[src/hdl/srt_pkg.sv]
// Shared types and constants for the trapezoidal stepper ramp generator.
// Used by the channel interfaces, the register block, the offset unit and the top level.
package srt_pkg;

  localparam int unsigned PER_W   = 8;
  localparam int unsigned STEPS_W = 16;
  localparam int unsigned TAKEN_W = 17;

  localparam logic [PER_W-1:0] START_RST  = 8'd240;
  localparam logic [PER_W-1:0] CRUISE_RST = 8'd120;

  localparam logic [0:0] REG_START  = 1'b0;
  localparam logic [0:0] REG_CRUISE = 1'b1;

  typedef struct packed {
    logic               kind;
    logic [STEPS_W-1:0] move_steps;
    logic               move_direction;
  } in_t;

  typedef struct packed {
    logic               step_level;
    logic               direction_level;
    logic               moving;
    logic               move_done;
    logic [TAKEN_W-1:0] steps_taken;
    logic [PER_W-1:0]   period_now;
  } out_t;

  // start minus a signed offset, clipped to the period range
  function automatic logic [PER_W-1:0] sat_period(logic [PER_W-1:0] start,
                                                   logic [PER_W-1:0] ofs,
                                                   logic             neg);
    logic [PER_W+1:0] sum;
    sum = neg ? ({2'b00, start} + {2'b00, ofs}) : ({2'b00, start} - {2'b00, ofs});
    if (sum[PER_W+1]) begin
      return '0;
    end else if (sum[PER_W]) begin
      return '1;
    end
    return sum[PER_W-1:0];
  endfunction

endpackage

[src/hdl/srt_if.sv]
// Valid/ready channel interfaces for the ramp generator's input and result streams.
// Depends on srt_pkg for the payload structs.
interface srt_in_if;
  logic         valid;
  logic         ready;
  srt_pkg::in_t data;

  modport source (output valid, output data, input ready);
  modport sink   (input valid, input data, output ready);
endinterface

interface srt_out_if;
  logic          valid;
  logic          ready;
  srt_pkg::out_t data;

  modport source (output valid, output data, input ready);
  modport sink   (input valid, input data, output ready);
endinterface

[src/hdl/srt_cfg.sv]
// APB-style register block holding the start and cruise periods.
// Depends on srt_pkg for reset values and register indexes.
module srt_cfg (
  input  logic                      clk_i,
  input  logic                      rst_ni,
  input  logic                      psel,
  input  logic                      penable,
  input  logic                      pwrite,
  input  logic [2:0]                paddr,
  input  logic [31:0]               pwdata,
  output logic [31:0]               prdata,
  output logic                      pready,
  output logic [srt_pkg::PER_W-1:0] start_period_o,
  output logic [srt_pkg::PER_W-1:0] cruise_period_o
);

  logic [srt_pkg::PER_W-1:0] start_q;
  logic [srt_pkg::PER_W-1:0] cruise_q;
  logic [0:0]                idx;
  logic                      wr_en;

  assign idx    = paddr[2];
  assign wr_en  = psel && penable && pwrite;
  assign pready = 1'b1;

  always_ff @(posedge clk_i or negedge rst_ni) begin
    if (!rst_ni) begin
      start_q  <= srt_pkg::START_RST;
      cruise_q <= srt_pkg::CRUISE_RST;
    end else if (wr_en) begin
      unique case (idx)
        srt_pkg::REG_START:  start_q  <= pwdata[srt_pkg::PER_W-1:0];
        srt_pkg::REG_CRUISE: cruise_q <= pwdata[srt_pkg::PER_W-1:0];
        default: ;
      endcase
    end
  end

  always_comb begin
    prdata = '0;
    unique case (idx)
      srt_pkg::REG_START:  prdata[srt_pkg::PER_W-1:0] = start_q;
      srt_pkg::REG_CRUISE: prdata[srt_pkg::PER_W-1:0] = cruise_q;
      default: ;
    endcase
  end

  assign start_period_o  = start_q;
  assign cruise_period_o = cruise_q;

endmodule

[src/hdl/srt_ofs.sv]
// Bit-serial ramp offset unit: mag * num / den, one multiplier bit then one quotient bit a cycle.
// Depends on srt_pkg for the period width; num never exceeds den, so the quotient fits a period.
module srt_ofs #(
  parameter int unsigned W = 16
) (
  input  logic                      clk_i,
  input  logic                      rst_ni,
  input  logic                      start_i,
  input  logic [srt_pkg::PER_W-1:0] mag_i,
  input  logic [W-1:0]              num_i,
  input  logic [W-1:0]              den_i,
  output logic                      done_o,
  output logic [srt_pkg::PER_W-1:0] quo_o
);

  localparam int unsigned PW = srt_pkg::PER_W;
  localparam int unsigned AW = W + PW;
  localparam int unsigned CW = $clog2(PW);
  localparam logic [CW-1:0] LAST = CW'(PW - 1);

  logic          busy_q, phase_q, done_q;
  logic [CW-1:0] cnt_q;
  logic [PW-1:0] mag_q, quo_q;
  logic [W-1:0]  num_q;
  logic [AW-1:0] acc_q, den_q;
  logic [AW-1:0] acc_sh, diff;

  assign acc_sh = {acc_q[AW-2:0], 1'b0} + (mag_q[PW-1] ? AW'(num_q) : '0);
  assign diff   = acc_q - den_q;

  always_ff @(posedge clk_i or negedge rst_ni) begin
    if (!rst_ni) begin
      busy_q  <= 1'b0;
      phase_q <= 1'b0;
      done_q  <= 1'b0;
      cnt_q   <= '0;
    end else begin
      done_q <= 1'b0;
      if (start_i) begin
        busy_q  <= 1'b1;
        phase_q <= 1'b0;
        cnt_q   <= '0;
      end else if (busy_q) begin
        cnt_q <= cnt_q + 1'b1;
        if (cnt_q == LAST) begin
          phase_q <= 1'b1;
          if (phase_q) begin
            busy_q <= 1'b0;
            done_q <= 1'b1;
          end
        end
      end
    end
  end

  always_ff @(posedge clk_i) begin
    if (start_i) begin
      acc_q <= '0;
      mag_q <= mag_i;
      num_q <= num_i;
      den_q <= {1'b0, den_i, {(PW-1){1'b0}}};
    end else if (busy_q) begin
      if (!phase_q) begin
        acc_q <= acc_sh;
        mag_q <= {mag_q[PW-2:0], 1'b0};
      end else begin
        if (acc_q >= den_q) begin
          acc_q <= diff;
          quo_q <= {quo_q[PW-2:0], 1'b1};
        end else begin
          quo_q <= {quo_q[PW-2:0], 1'b0};
        end
        den_q <= {1'b0, den_q[AW-1:1]};
      end
    end
  end

  assign done_o = done_q;
  assign quo_o  = quo_q;

endmodule

[src/hdl/stepper_trapezoid_ramp.sv]
// Trapezoidal stepper ramp generator. One input item is taken at a time and gives one result.
// A tick while idle goes straight to S_OUT; a start or tick in cruise or on a zero-length ramp
// passes through S_CALC and S_UPD first; a tick or start on a ramp also waits in S_WAIT for the
// bit-serial offset unit (shift-add multiply, then restoring divide). The result sits in an output
// register, so the next item is taken while it waits. Depends on srt_pkg, srt_if, srt_cfg, srt_ofs.
module stepper_trapezoid_ramp #(
  parameter int unsigned STEP_BITS = 16
) (
  input  logic       clk_i,
  input  logic       rst_ni,
  srt_in_if.sink     in_i,
  srt_out_if.source  out_o,
  input  logic       psel,
  input  logic       penable,
  input  logic       pwrite,
  input  logic [2:0] paddr,
  input  logic [31:0] pwdata,
  output logic [31:0] prdata,
  output logic       pready
);

  localparam int unsigned SB = STEP_BITS;
  localparam int unsigned PW = srt_pkg::PER_W;

  localparam logic [2:0] S_IDLE = 3'd0;
  localparam logic [2:0] S_CALC = 3'd1;
  localparam logic [2:0] S_WAIT = 3'd2;
  localparam logic [2:0] S_UPD  = 3'd3;
  localparam logic [2:0] S_OUT  = 3'd4;

  logic [2:0]    state_q;
  logic          is_tick_q;
  logic [PW-1:0] tick_q, period_q;
  logic [SB:0]   toggle_q, shown_q;
  logic [SB-1:0] target_q;
  logic          pulse_q, active_q, dir_q, done_q;
  logic          out_valid_q;
  logic          start_go_q;
  srt_pkg::out_t out_data_q;

  logic [PW-1:0] start_p, cruise_p;
  logic          ofs_start, ofs_done;
  logic [PW-1:0] ofs_quo, mag;
  logic          neg;
  logic [SB-1:0] num_q, den_q;
  logic [SB-1:0] c_sat, q_len, h_pt;
  logic [SB+1:0] tri_n;
  logic [SB-1:0] num_c, den_c;
  logic          in_cruise;
  logic [SB:0]   toggle_inc;
  logic          load_out;

  srt_cfg u_cfg (
    .clk_i, .rst_ni, .psel, .penable, .pwrite, .paddr, .pwdata, .prdata, .pready,
    .start_period_o (start_p),
    .cruise_period_o(cruise_p)
  );

  srt_ofs #(.W(SB)) u_ofs (
    .clk_i, .rst_ni,
    .start_i(ofs_start),
    .mag_i  (mag),
    .num_i  (num_q),
    .den_i  (den_q),
    .done_o (ofs_done),
    .quo_o  (ofs_quo)
  );

  assign neg = start_p < cruise_p;
  assign mag = neg ? (cruise_p - start_p) : (start_p - cruise_p);

  always_comb begin
    c_sat     = (toggle_q > {1'b0, target_q}) ? target_q : toggle_q[SB-1:0];
    q_len     = target_q >> 2;
    tri_n     = {2'b00, target_q} + {1'b0, target_q, 1'b0};
    h_pt      = tri_n[SB+1:2];
    in_cruise = (c_sat > q_len) && (c_sat <= h_pt);
    if (c_sat <= q_len) begin
      num_c = c_sat;
      den_c = q_len;
    end else begin
      num_c = target_q - c_sat;
      den_c = target_q - h_pt;
    end
  end

  assign toggle_inc = toggle_q + 1'b1;
  assign ofs_start  = (state_q == S_WAIT) && start_go_q;
  assign load_out   = (state_q == S_OUT) && (!out_valid_q || out_o.ready);
  assign in_i.ready = (state_q == S_IDLE);

  always_ff @(posedge clk_i or negedge rst_ni) begin
    if (!rst_ni) begin
      state_q     <= S_IDLE;
      is_tick_q   <= 1'b0;
      tick_q      <= '0;
      toggle_q    <= '0;
      target_q    <= '0;
      pulse_q     <= 1'b0;
      active_q    <= 1'b0;
      dir_q       <= 1'b0;
      out_valid_q <= 1'b0;
      start_go_q  <= 1'b0;
    end else begin
      start_go_q <= 1'b0;
      if (load_out) begin
        out_valid_q <= 1'b1;
      end else if (out_o.ready) begin
        out_valid_q <= 1'b0;
      end
      unique case (state_q)
        S_IDLE: begin
          if (in_i.valid) begin
            if (in_i.data.kind) begin
              target_q  <= SB'(in_i.data.move_steps);
              dir_q     <= in_i.data.move_direction;
              toggle_q  <= '0;
              tick_q    <= '0;
              pulse_q   <= 1'b0;
              active_q  <= 1'b1;
              is_tick_q <= 1'b0;
              state_q   <= S_CALC;
            end else if (active_q) begin
              is_tick_q <= 1'b1;
              state_q   <= S_CALC;
            end else begin
              is_tick_q <= 1'b0;
              state_q   <= S_OUT;
            end
          end
        end
        S_CALC: begin
          if (in_cruise || den_c == '0) begin
            state_q <= S_UPD;
          end else begin
            start_go_q <= 1'b1;
            state_q    <= S_WAIT;
          end
        end
        S_WAIT: begin
          if (ofs_done) begin
            state_q <= S_UPD;
          end
        end
        S_UPD: begin
          if (is_tick_q) begin
            if (tick_q >= period_q) begin
              tick_q  <= '0;
              pulse_q <= ~pulse_q;
              if (toggle_inc > {1'b0, target_q}) begin
                active_q <= 1'b0;
                toggle_q <= '0;
              end else begin
                toggle_q <= toggle_inc;
              end
            end else begin
              tick_q <= tick_q + 1'b1;
            end
          end
          state_q <= S_OUT;
        end
        S_OUT: begin
          if (load_out) begin
            state_q <= S_IDLE;
          end
        end
        default: state_q <= S_IDLE;
      endcase
    end
  end

  always_ff @(posedge clk_i) begin
    unique case (state_q)
      S_IDLE: begin
        period_q <= '0;
        shown_q  <= '0;
        done_q   <= 1'b0;
      end
      S_CALC: begin
        num_q <= num_c;
        den_q <= den_c;
        if (in_cruise) begin
          period_q <= cruise_p;
        end else if (den_c == '0) begin
          period_q <= start_p;
        end
      end
      S_WAIT: begin
        if (ofs_done) begin
          period_q <= srt_pkg::sat_period(start_p, ofs_quo, neg);
        end
      end
      S_UPD: begin
        if (is_tick_q && tick_q >= period_q) begin
          shown_q <= toggle_inc;
          done_q  <= toggle_inc > {1'b0, target_q};
        end else if (is_tick_q) begin
          shown_q <= toggle_q;
        end
      end
      S_OUT: begin
        if (load_out) begin
          out_data_q.step_level      <= pulse_q;
          out_data_q.direction_level <= dir_q;
          out_data_q.moving          <= active_q;
          out_data_q.move_done       <= done_q;
          out_data_q.steps_taken     <= srt_pkg::TAKEN_W'(shown_q);
          out_data_q.period_now      <= period_q;
        end
      end
      default: ;
    endcase
  end

  assign out_o.valid = out_valid_q;
  assign out_o.data  = out_data_q;

endmodule
[src/flat_wrapper.sv]
// flat-port wrapper written by rule: the top's interface ports become plain ports
module stepper_trapezoid_ramp_flat 
#(
  parameter int unsigned STEP_BITS = 16
)
  (clk_i, rst_ni, psel, penable, pwrite, paddr, pwdata, prdata, pready, in_i_valid, in_i_data, in_i_ready, out_o_valid, out_o_data, out_o_ready);
  srt_in_if in_i_i ();
  srt_out_if out_o_i ();
  input  logic clk_i;
  input  logic rst_ni;
  input  logic psel;
  input  logic penable;
  input  logic pwrite;
  input  logic [2:0] paddr;
  input  logic [31:0] pwdata;
  output logic [31:0] prdata;
  output logic pready;
  input wire logic [$bits(in_i_i.valid)-1:0] in_i_valid;
  input wire logic [$bits(in_i_i.data)-1:0] in_i_data;
  output wire logic [$bits(in_i_i.ready)-1:0] in_i_ready;
  output wire logic [$bits(out_o_i.valid)-1:0] out_o_valid;
  output wire logic [$bits(out_o_i.data)-1:0] out_o_data;
  input wire logic [$bits(out_o_i.ready)-1:0] out_o_ready;
  assign in_i_i.valid = in_i_valid;
  assign in_i_i.data = in_i_data;
  assign in_i_ready = in_i_i.ready;
  assign out_o_valid = out_o_i.valid;
  assign out_o_data = out_o_i.data;
  assign out_o_i.ready = out_o_ready;
  stepper_trapezoid_ramp #(.STEP_BITS(STEP_BITS)) u_core (.clk_i(clk_i), .rst_ni(rst_ni), .in_i(in_i_i), .out_o(out_o_i), .psel(psel), .penable(penable), .pwrite(pwrite), .paddr(paddr), .pwdata(pwdata), .prdata(prdata), .pready(pready));
endmodule
[config.mk]
export PLATFORM = sky130hd
export DESIGN_NAME = stepper_trapezoid_ramp_flat
export DESIGN_NICKNAME = d
export VERILOG_FILES = /design/src/hdl/srt_pkg.sv /design/src/hdl/srt_if.sv /design/src/hdl/srt_cfg.sv /design/src/hdl/srt_ofs.sv /design/src/hdl/stepper_trapezoid_ramp.sv /design/src/flat_wrapper.sv
export SDC_FILE = /design/constraint.sdc
export NUM_CORES = 1
export LEC_CHECK = 0
export BUFFER_PORTS_ARGS = -buffer_cell sky130_fd_sc_hd__buf_2
export CAP_MARGIN = 10
export CELL_PAD_IN_SITES_DETAIL_PLACEMENT = 2
export CELL_PAD_IN_SITES_GLOBAL_PLACEMENT = 2
export CORE_ASPECT_RATIO = 1.75
export CORE_MARGIN = 4
export CORE_UTILIZATION = 43
export DETAILED_ROUTE_END_ITERATION = 8
export PLACE_DENSITY_LB_ADDON = 0.1
export SLEW_MARGIN = 20
export SYNTH_ARGS = -nofsm -noshare
export SYNTH_HDL_FRONTEND = slang
export SYNTH_HIERARCHICAL = 1
export SYNTH_SLANG_ARGS = --single-unit
export TNS_END_PERCENT = 1
[constraint.sdc]
create_clock -name clk_i -period 13.2 [get_ports clk_i]
set_input_delay 1.32 -clock clk_i [delete_from_list [all_inputs] [get_ports clk_i]]
set_output_delay 1.32 -clock clk_i [all_outputs]
set_load 0.02 [all_outputs]
==> results.toml, run 1 <==
[synth]
synth-seq-cells = 238
synthTopCellsByArea = "edfxtp_1 23%, ha_1 13%, dfrtp_1 9.1%, a21oi_1 4.1%, mux2_2 3.8%"
synth_top_area_share = 0.229
synth_most_common_cell = "ha_1"
yosysSeqAreaShare = 0.367
yosys.area_share.simple = 0.136
synth_top_family_by_area = "compound AO/OA/AOI/OAI gates"
yosys.area.top_type = "edfxtp_1"
syn_avg_cell_area_um2 = 9.73
synth_compound_area_frac = 0.194
async_flop_share = 0.303
synth_xor_area_frac = 0.0498
synth_cell_type_count = 101
yosys.area_share.adder = 0.143
syn_inst = 1817
synth_area_mm2 = 0.0177
synthTopCellsByCount = "188 x ha_1, 144 x a21oi_1, 139 x inv_1, 135 x edfxtp_1, 122 x nor2_1"
synth_edf_count = 135
yosysWarningCount = 6
synthFlopType = "edfxtp_1"
muxShareOfSynthArea = 0.0520

[clocking]
clock_path_buffers = 3
clock_latency_ns = 0.57
clock-sinks = 238
htree_levels = 1
cts_made_buffers = 25
clkSlewWorstSetupHoldPaths_ns = 0.06
post_cts_resize_count = 0
postCtsSetupBuffers = 0
clock-root-buffer = "clkbuf_16"
cts_hold_buf = 0
cts_tree = "built"

[worst_setup_path]
crit_arrival_ns = 7.52
worstPathMaxFanout = 53
rr_worst_depth = 21
cp_slowest_cell = "a221oi_2"
worstSetupEndpointType = "flop"
critPathLaunchType = "flop"
crit_path_max_incr_delay_ns = 0.77
cp.required_ns = 13.40
crit_type = "flop to flop"
crit_chain = "clkinv_1 -> ha_1 -> nand3_1 -> or4_4 -> nor3_2 -> a211oi_1 -> a21o_1 -> buf_4 -> a21oi_1 -> inv_1 -> ha_1 -> and4_1 -> nand4_1 -> o31ai_1 -> o21ai_0 -> mux2i_4 -> buf_4 -> o22ai_2 -> nor4_1 -> a21oi_1 -> a221oi_2"
r2r_setup_slack_ns = 5.87

[cells_and_area]
final_cells = 2434
multiInputGateArea_mm2 = 0.0103
finalNetCount = 2122
fill_cells = 4407
area_growth_pct = 9.31
drive_above_1_share = 0.136
n_antenna_cell = 0
seq_area_mm2 = 0.00649

[outcome]
status = "finished clean"

[drt]
totalWireLength_um = 58300
drcViolationCount = 0
viasPerCell = 5.95
antenna_left = 0
vias = 14475
wl_per_cell_um = 24.0
first_pass_iters = 4
drtIter0Drc = 593

[floorplanning]
die_x_um = 161
pin_count = 124
die-area_mm2 = 0.0445
placementRows = 98
die_h_um = 276
initial_utilization = 0.434
core-area_mm2 = 0.0407

[global_routing]
grtUsageTotal = 0.256
antenna_found_initial = 0
grt_max_degree = 72
grt_pass1_wl_um = 90700
grt_pass1_vias = 16247
grt_overflow = 0

[placed_design]
numPlacedInstances = 2388
numPortBuffers = 72
globalplace.congestion = 0.818
dpl_worst_slack_ns = 5.77
dp_hpwl_um = 44700

[sta]
setup_violations = 0
slew_headroom = 0.336
layout_min_cycle_time_ns = 7.33
finalHoldViolCount = 0
post-route-period-util = 0.555
fmax_ghz = 0.136
tns_ns = 0
slew_violations = 0
grt_setup_unrepaired = "no"
worst_slew_pin_slew_ns = 0.993
fin_skew_ns = 0.0203
finalWorstSetupSlack_ns = 5.87

[hold_path]
hp-class = "flop to flop"
whs_path_depth = 0

[run]
cap_violations = 0
-- critical path, delay by kind of cell (launching register included) --
kind | cells | cell delay (ns)
and+or+nand+nor | 6 | 1.65
DFF | 1 | 0.48
AOI/OAI and AO/OA | 8 | 2.51
adders and majority gates | 2 | 0.77
muxes | 1 | 0.20
buffers and inverters | 4 | 1.31
-- per-layer routing --
| metal | share of wire | up-vias | global-route usage | wire length (um) |
|---|---|---|---|---|
| li1 | - | 6696 | - | - |
| met1 | 0.36 | 7364 | 0.259 | 20800 |
| met2 | 0.57 | 261 | 0.514 | 33100 |
| met3 | 0.022 | 154 | 0.0237 | 1310 |
| met4 | 0.053 | 0 | 0.123 | 3110 |
| met5 | 0 | - | 0 | 0 |
-- flip-flops by register name, indices dropped and copies added, names as in the netlist, 16 cells and up --
| register | flops |
|---|---|
| u_core/out_o.data | 29 |
| u_core/u_ofs/acc_q | 24 |
| u_core/toggle_q | 17 |
| u_core/target_q | 16 |
| u_core/num_q | 16 |
| u_core/shown_q | 17 |
| u_core/u_ofs/den_q | 23 |
| u_core/u_ofs/num_q | 16 |
| u_core/den_q | 16 |
-- placed cells by master (no fill, tap or decap), types with 53 or more instances in the layout --
| cell | count |
|---|---|
| o21ai_0 | 95 |
| buf_2 | 71 |
| a21oi_1 | 142 |
| a21o_1 | 53 |
| nor2_1 | 122 |
| ha_1 | 188 |
| mux2_2 | 60 |
| inv_1 | 139 |
| nand2_1 | 100 |
| dfrtp_1 | 64 |
| edfxtp_1 | 135 |
| xnor2_1 | 63 |
-- metrics by stage --
step,utilization,cell area [um^2],hold WS (ns)
after floorplan,-,17800,0.400
after global placement,0.453,18500,0.401
after detailed placement,0.453,18500,0.406
after CTS,0.474,19300,0.421
after global routing,0.475,19300,0.423
final,0.475,19300,0.418
-- path summary, 6_finish.rpt --
check,startpoint,endpoint
worst min-delay path,u_core/num_q[3],u_core/u_ofs/num_q[3]
max in group asynchronous,rst_ni,u_core/u_cfg/cruise_period_o[1]
worst min register to register,u_core/num_q[3],u_core/u_ofs/num_q[3]
worst max-delay path,u_core/target_q[15],u_core/period_q[2]
min in group asynchronous,rst_ni,u_core/target_q[5]
worst max register to register,u_core/target_q[15],u_core/period_q[2]
-- cell families (layout without fill, tap and decap cells) --
| kind of cell | Yosys count | count (layout) |
|---|---|---|
| fa+ha+maj | 197 | 197 |
| flops | 238 | 238 |
| other cells | 2 | 25 |
| mux | 83 | 83 |
| simple gates | 465 | 465 |
| xor+xnor | 99 | 99 |
| compound gates | 504 | 504 |
| buf+inv | 229 | 273 |
-- layout make-up --
cell class	instances	area share
multi-input cells	1373	0.532
clock inverters	15	0.00945
flip-flops and latches	238	0.336
clock buffers	31	0.0351
well taps	550	0.0356
inverters	140	0.0272
repair buffers	87	0.0246
Power of run 1 is left out: the tool's default activity adds up to more than one toggle a clock period on the data nets, which glitch-free logic cannot reach.
==> run 2, diff against run 1 <==
--- a/config.mk
+++ b/config.mk
@@ -11,7 +11,7 @@
 export CELL_PAD_IN_SITES_GLOBAL_PLACEMENT = 2
 export CORE_ASPECT_RATIO = 1.75
 export CORE_MARGIN = 4
-export CORE_UTILIZATION = 43
+export CORE_UTILIZATION = 36
 export DETAILED_ROUTE_END_ITERATION = 8
 export PLACE_DENSITY_LB_ADDON = 0.1
 export SLEW_MARGIN = 20
==> constraint.sdc (replaced) <==
create_clock -name clk_i -period 6 [get_ports clk_i]
set_input_delay 0.6 -clock clk_i [delete_from_list [all_inputs] [get_ports clk_i]]
set_output_delay 0.6 -clock clk_i [all_outputs]
set_load 0.02 [all_outputs]
==> results.toml, run 2 (synthesis results as in run 1) <==
[outcome]
status = "finished clean"

[cells_and_area]
layout_commonest_cell = "ha_1"
final_cells = 2610
n_antenna_cell = 0
finalNetCount = 2195
layout_common_cells = "188 x ha_1, 140 x a21oi_1, 139 x inv_1"
largest_reg_flops = 29
area_growth_pct = 13.3
drive_above_1_share = 0.173

[floorplanning]
core-area_mm2 = 0.0486
die_x_um = 176
placementRows = 107
pin_count = 124
initial_utilization = 0.364
die-area_mm2 = 0.0529
die_h_um = 301

[drt]
wl_met3_um = 1350
totalWireLength_um = 58700
drcViolationCount = 0
routed-wl-met2_um = 34000
vias = 14381
maxUsedRoutingLayer = "met4"
wl_met1_um = 20500
antenna_left = 0
viasPerCell = 5.51
first_pass_iters = 4
wl_per_cell_um = 22.5
drtIter0Drc = 443

[sta]
slew_headroom = 0.382
fmax_ghz = 0.175
fin_skew_ns = 0.0114
slew_violations = 0
post-route-period-util = 0.954
layout_min_cycle_time_ns = 5.72
finalHoldViolCount = 0
worst_slew_pin_slew_ns = 0.927
setup_violations = 0

[clocking]
clock-sinks = 238
cts_made_buffers = 25
htree_levels = 1
cts_tree = "built"
clock_path_buffers = 3
clkSlewWorstSetupHoldPaths_ns = 0.07
postCtsSetupBuffers = 0
clock_latency_ns = 0.57
clock-root-buffer = "clkbuf_16"

[hold_path]
min_from = "in_i_data[15]"
hp-class = "input port to flop"

[worst_setup_path]
crit_type = "flop to flop"
timing.rr.start = "u_core/target_q[1]"
cp.required_ns = 6.29
worstPathMaxFanout = 8
critPathLaunchType = "flop"
crit_arrival_ns = 6.01
startpoint = "u_core/target_q[1]"
worstSetupEndpointType = "flop"

[placed_design]
numPlacedInstances = 2564
dp_hpwl_um = 46800
globalplace.congestion = 0.841
numPortBuffers = 72

[global_routing]
grt_pass1_vias = 16328
grt_overflow = 0
grtUsageTotal = 0.221
grt_pass1_wl_um = 92200
antenna_found_initial = 0
grt_max_degree = 63

[run]
cap_violations = 0
[run 2: final timing paths]
path,endpoint,slack (ns),cells past startpoint
max in group asynchronous,u_core/u_cfg/cruise_period_o[1],4.43,3
min in group asynchronous,u_core/target_q[14],0.43,2
min reg2reg,u_core/out_o.data[15],0.42,0
max reg2reg,u_core/period_q[2],0.28,22
min,u_core/target_q[14],0.27,2
max,u_core/period_q[2],0.28,22
[run 2: worst max-delay path: stages (launching register included)]
cell and delay [ns]:
dfrtp_1 0.39, buf_4 0.19, fa_1 0.49, a21oi_2 0.20, o21ai_1 0.19, a2111oi_2 0.46
nor3_1 0.15, a21o_1 0.21, a21oi_1 0.17, xor2_1 0.22, buf_4 0.16, ha_1 0.23
a21o_1 0.19, a21o_1 0.17, a21o_1 0.17, a21o_1 0.17, a21o_1 0.17, a221o_1 0.30
a21o_1 0.18, a21oi_1 0.25, buf_4 0.30, mux2i_1 0.30, o21ai_0 0.15
[run 2: final cells by class]
class	instances	area [um^2]
fillers	5299	28600
flip-flops and latches	238	6490
well taps	654	818
multi-input cells	1373	10300
inverters	140	526
clock inverters	18	203
repair buffers	160	1030
clock buffers	27	653
[run 2: per-stage QoR]
step	area, um^2	setup slack [ns]	TNS [ns]	util	hold slack [ns]
finish	20000	0.278	0	0.412	0.267
detailed placement	19100	0.110	0	0.394	0.406
floorplan	17800	0.412	0	-	0.304
global route	20000	-0.0346	-0.285	0.412	0.247
global placement	19100	0.225	0	0.394	0.400
CTS	20000	0.0457	0	0.411	0.229
[run 2: repair_timing]
| item | CTS | global route |
|---|---|---|
| gates resized for setup | 0 | 8 |
| hold endpoints to repair | 11 | 0 |
| hold buffers | 1 | 0 |
| setup endpoints to repair | 0 | 16 |
[run 2: routing by layer]
layer / vias up / GRT usage
li1: 6825 / -
met1: 7248 / 0.216
met2: 190 / 0.459
met3: 118 / 0.0219
met4: 0 / 0.0933
met5: - / 0
Power of run 2 is left out for the same reason.
==> run 3, diff against run 2 <==
--- a/config.mk
+++ b/config.mk
@@ -11,7 +11,7 @@
 export CELL_PAD_IN_SITES_GLOBAL_PLACEMENT = 2
 export CORE_ASPECT_RATIO = 1.75
 export CORE_MARGIN = 4
-export CORE_UTILIZATION = 36
+export CORE_UTILIZATION = 43
 export DETAILED_ROUTE_END_ITERATION = 8
 export PLACE_DENSITY_LB_ADDON = 0.1
 export SLEW_MARGIN = 20
==> constraint.sdc (replaced) <==
create_clock -name clk_i -period 7 [get_ports clk_i]
set_input_delay 0.7 -clock clk_i [delete_from_list [all_inputs] [get_ports clk_i]]
set_output_delay 0.7 -clock clk_i [all_outputs]
set_load 0.02 [all_outputs]
==> results.toml, run 3 (synthesis results as in run 1) <==
[outcome]
status = "finished clean"

[worst_setup_path]
rr_endpoint = "u_core/period_q[5]"
r2r_setup_slack_ns = 0.54
cp_slowest_cell = "dfrtp_1"
crit_arrival_ns = 6.73
cp.required_ns = 7.27
startpoint = "u_core/target_q[12]"
rr_worst_depth = 24
timing.rr.start = "u_core/target_q[12]"
critPathLaunchType = "flop"
crit_chain = "inv_1 -> ha_1 -> a21oi_1 -> o22ai_1 -> a2111o_1 -> a211oi_1 -> a21o_1 -> buf_4 -> nor2_1 -> a21oi_1 -> buf_4 -> inv_1 -> ha_1 -> and4_1 -> nand4_1 -> a21oi_1 -> and4b_1 -> o21ai_0 -> mux2i_4 -> buf_4 -> o31ai_1 -> a21oi_1 -> a221oi_2 -> buf_4"
cp-endpoint = "u_core/period_q[5]"
crit_type = "flop to flop"
crit_path_max_incr_delay_ns = 0.51
worstSetupEndpointType = "flop"
worstPathMaxFanout = 20

[clocking]
post_cts_resize_count = 0
clock_path_buffers = 3
clkSlewWorstSetupHoldPaths_ns = 0.06
htree_levels = 1
cts_tree = "built"
cts_made_buffers = 27
clock-sinks = 238
clock_latency_ns = 0.57
clock-root-buffer = "clkbuf_16"

[sta]
post-route-period-util = 0.923
layout_min_cycle_time_ns = 6.46
worst_slew_pin_slew_ns = 1.00
grt_setup_unrepaired = "no"
slew_violations = 0
finalHoldViolCount = 0
tns_ns = 0
fmax_ghz = 0.155
fin_skew_ns = 0.0158
setup_violations = 0
slew_headroom = 0.333

[floorplanning]
pin_count = 124
die_h_um = 276
die-area_mm2 = 0.0445
die_x_um = 161
core-area_mm2 = 0.0407
placementRows = 98
initial_utilization = 0.434

[cells_and_area]
layout_common_cells = "188 x ha_1, 142 x a21oi_1, 138 x inv_1"
drive_above_1_share = 0.148
finalNetCount = 2152
final_util = 0.481
area_growth_pct = 10.8
seq_area_mm2 = 0.00649
fill_cells = 4354
n_antenna_cell = 0
largest_reg_flops = 29
layout_commonest_cell = "ha_1"
multiInputGateArea_mm2 = 0.0103

[run]
cap_violations = 0

[drt]
vias = 14570
drtIter0Drc = 570
wl_per_cell_um = 24.1
viasPerCell = 5.91
totalWireLength_um = 59400
antenna_left = 0
drcViolationCount = 0
first_pass_iters = 6

[global_routing]
grt_max_degree = 74
grtUsageTotal = 0.262
grt_pass1_vias = 16642
grt_pass1_wl_um = 92800
grt_overflow = 0
antenna_found_initial = 0

[hold_path]
whs_path_depth = 2
hp-class = "input port to flop"

[placed_design]
numPortBuffers = 72
globalplace.congestion = 0.863
dp_hpwl_um = 45700
## run 3: cell types whose count changed in the layout (fill, tap and decap cells not counted), sizes merged
cell,previous run,this run
clkinvlp,6,2
buf,159,114
clkbuf,27,33
bufinv,3,4
clkinv,7,8
## run 3: worst min path at each step
stage	end	slack (ns)	startpoint
3_5_place_dp	u_core/out_o.data[8]	0.41	u_core/shown_q[0]
5_1_grt	u_core/target_q[7]	0.34	in_i_data[8]
4_1_cts	u_core/target_q[0]	0.33	in_i_data[1]
2_1_floorplan	u_core/active_q	0.40	rst_ni
6_report	u_core/target_q[0]	0.36	in_i_data[1]
3_3_place_gp	u_core/u_ofs/num_q[4]	0.40	u_core/num_q[4]
## run 3: layer usage
metal	routed length (um)	GRT usage	share of wire	vias to the layer above
li1	-	-	-	6745
met1	20900	0.260	0.35	7402
met2	33600	0.527	0.57	263
met3	1690	0.0288	0.028	160
met4	3280	0.128	0.055	0
met5	0	0	0	-
## run 3: final cells by class
cell class	instances	share of cell area
multi-input cells	1373	0.525
repair buffers	115	0.0351
inverters	140	0.0268
clock inverters	16	0.0107
clock buffers	33	0.0361
flip-flops and latches	238	0.331
well taps	550	0.0351
## run 3: critical path: cells and delay by family (launching register included)
kind            cells  cell delay (ns)
compound gates     11             2.79
buf+inv             6             1.30
simple gates        4             0.67
fa+ha+maj           2             0.66
flops               1             0.51
mux                 1             0.22
## run 3: repair_timing
item / CTS / global route
buffers inserted: 0 / 0
hold buffers: 1 / 0
endpoints found under the hold margin: 13 / 0
## run 3: through the flow
stage	cell area (um^2)	hold slack, ns	setup WS (ns)	instances
after floorplan	17800	0.400	1.41	1840
after global placement	18700	0.401	0.799	2415
after detailed placement	18700	0.406	0.510	2415
after CTS	19600	0.334	0.499	2465
after global routing	19600	0.344	0.0501	2465
final	19600	0.360	0.540	2465
Power of run 3 is left out for the same reason.
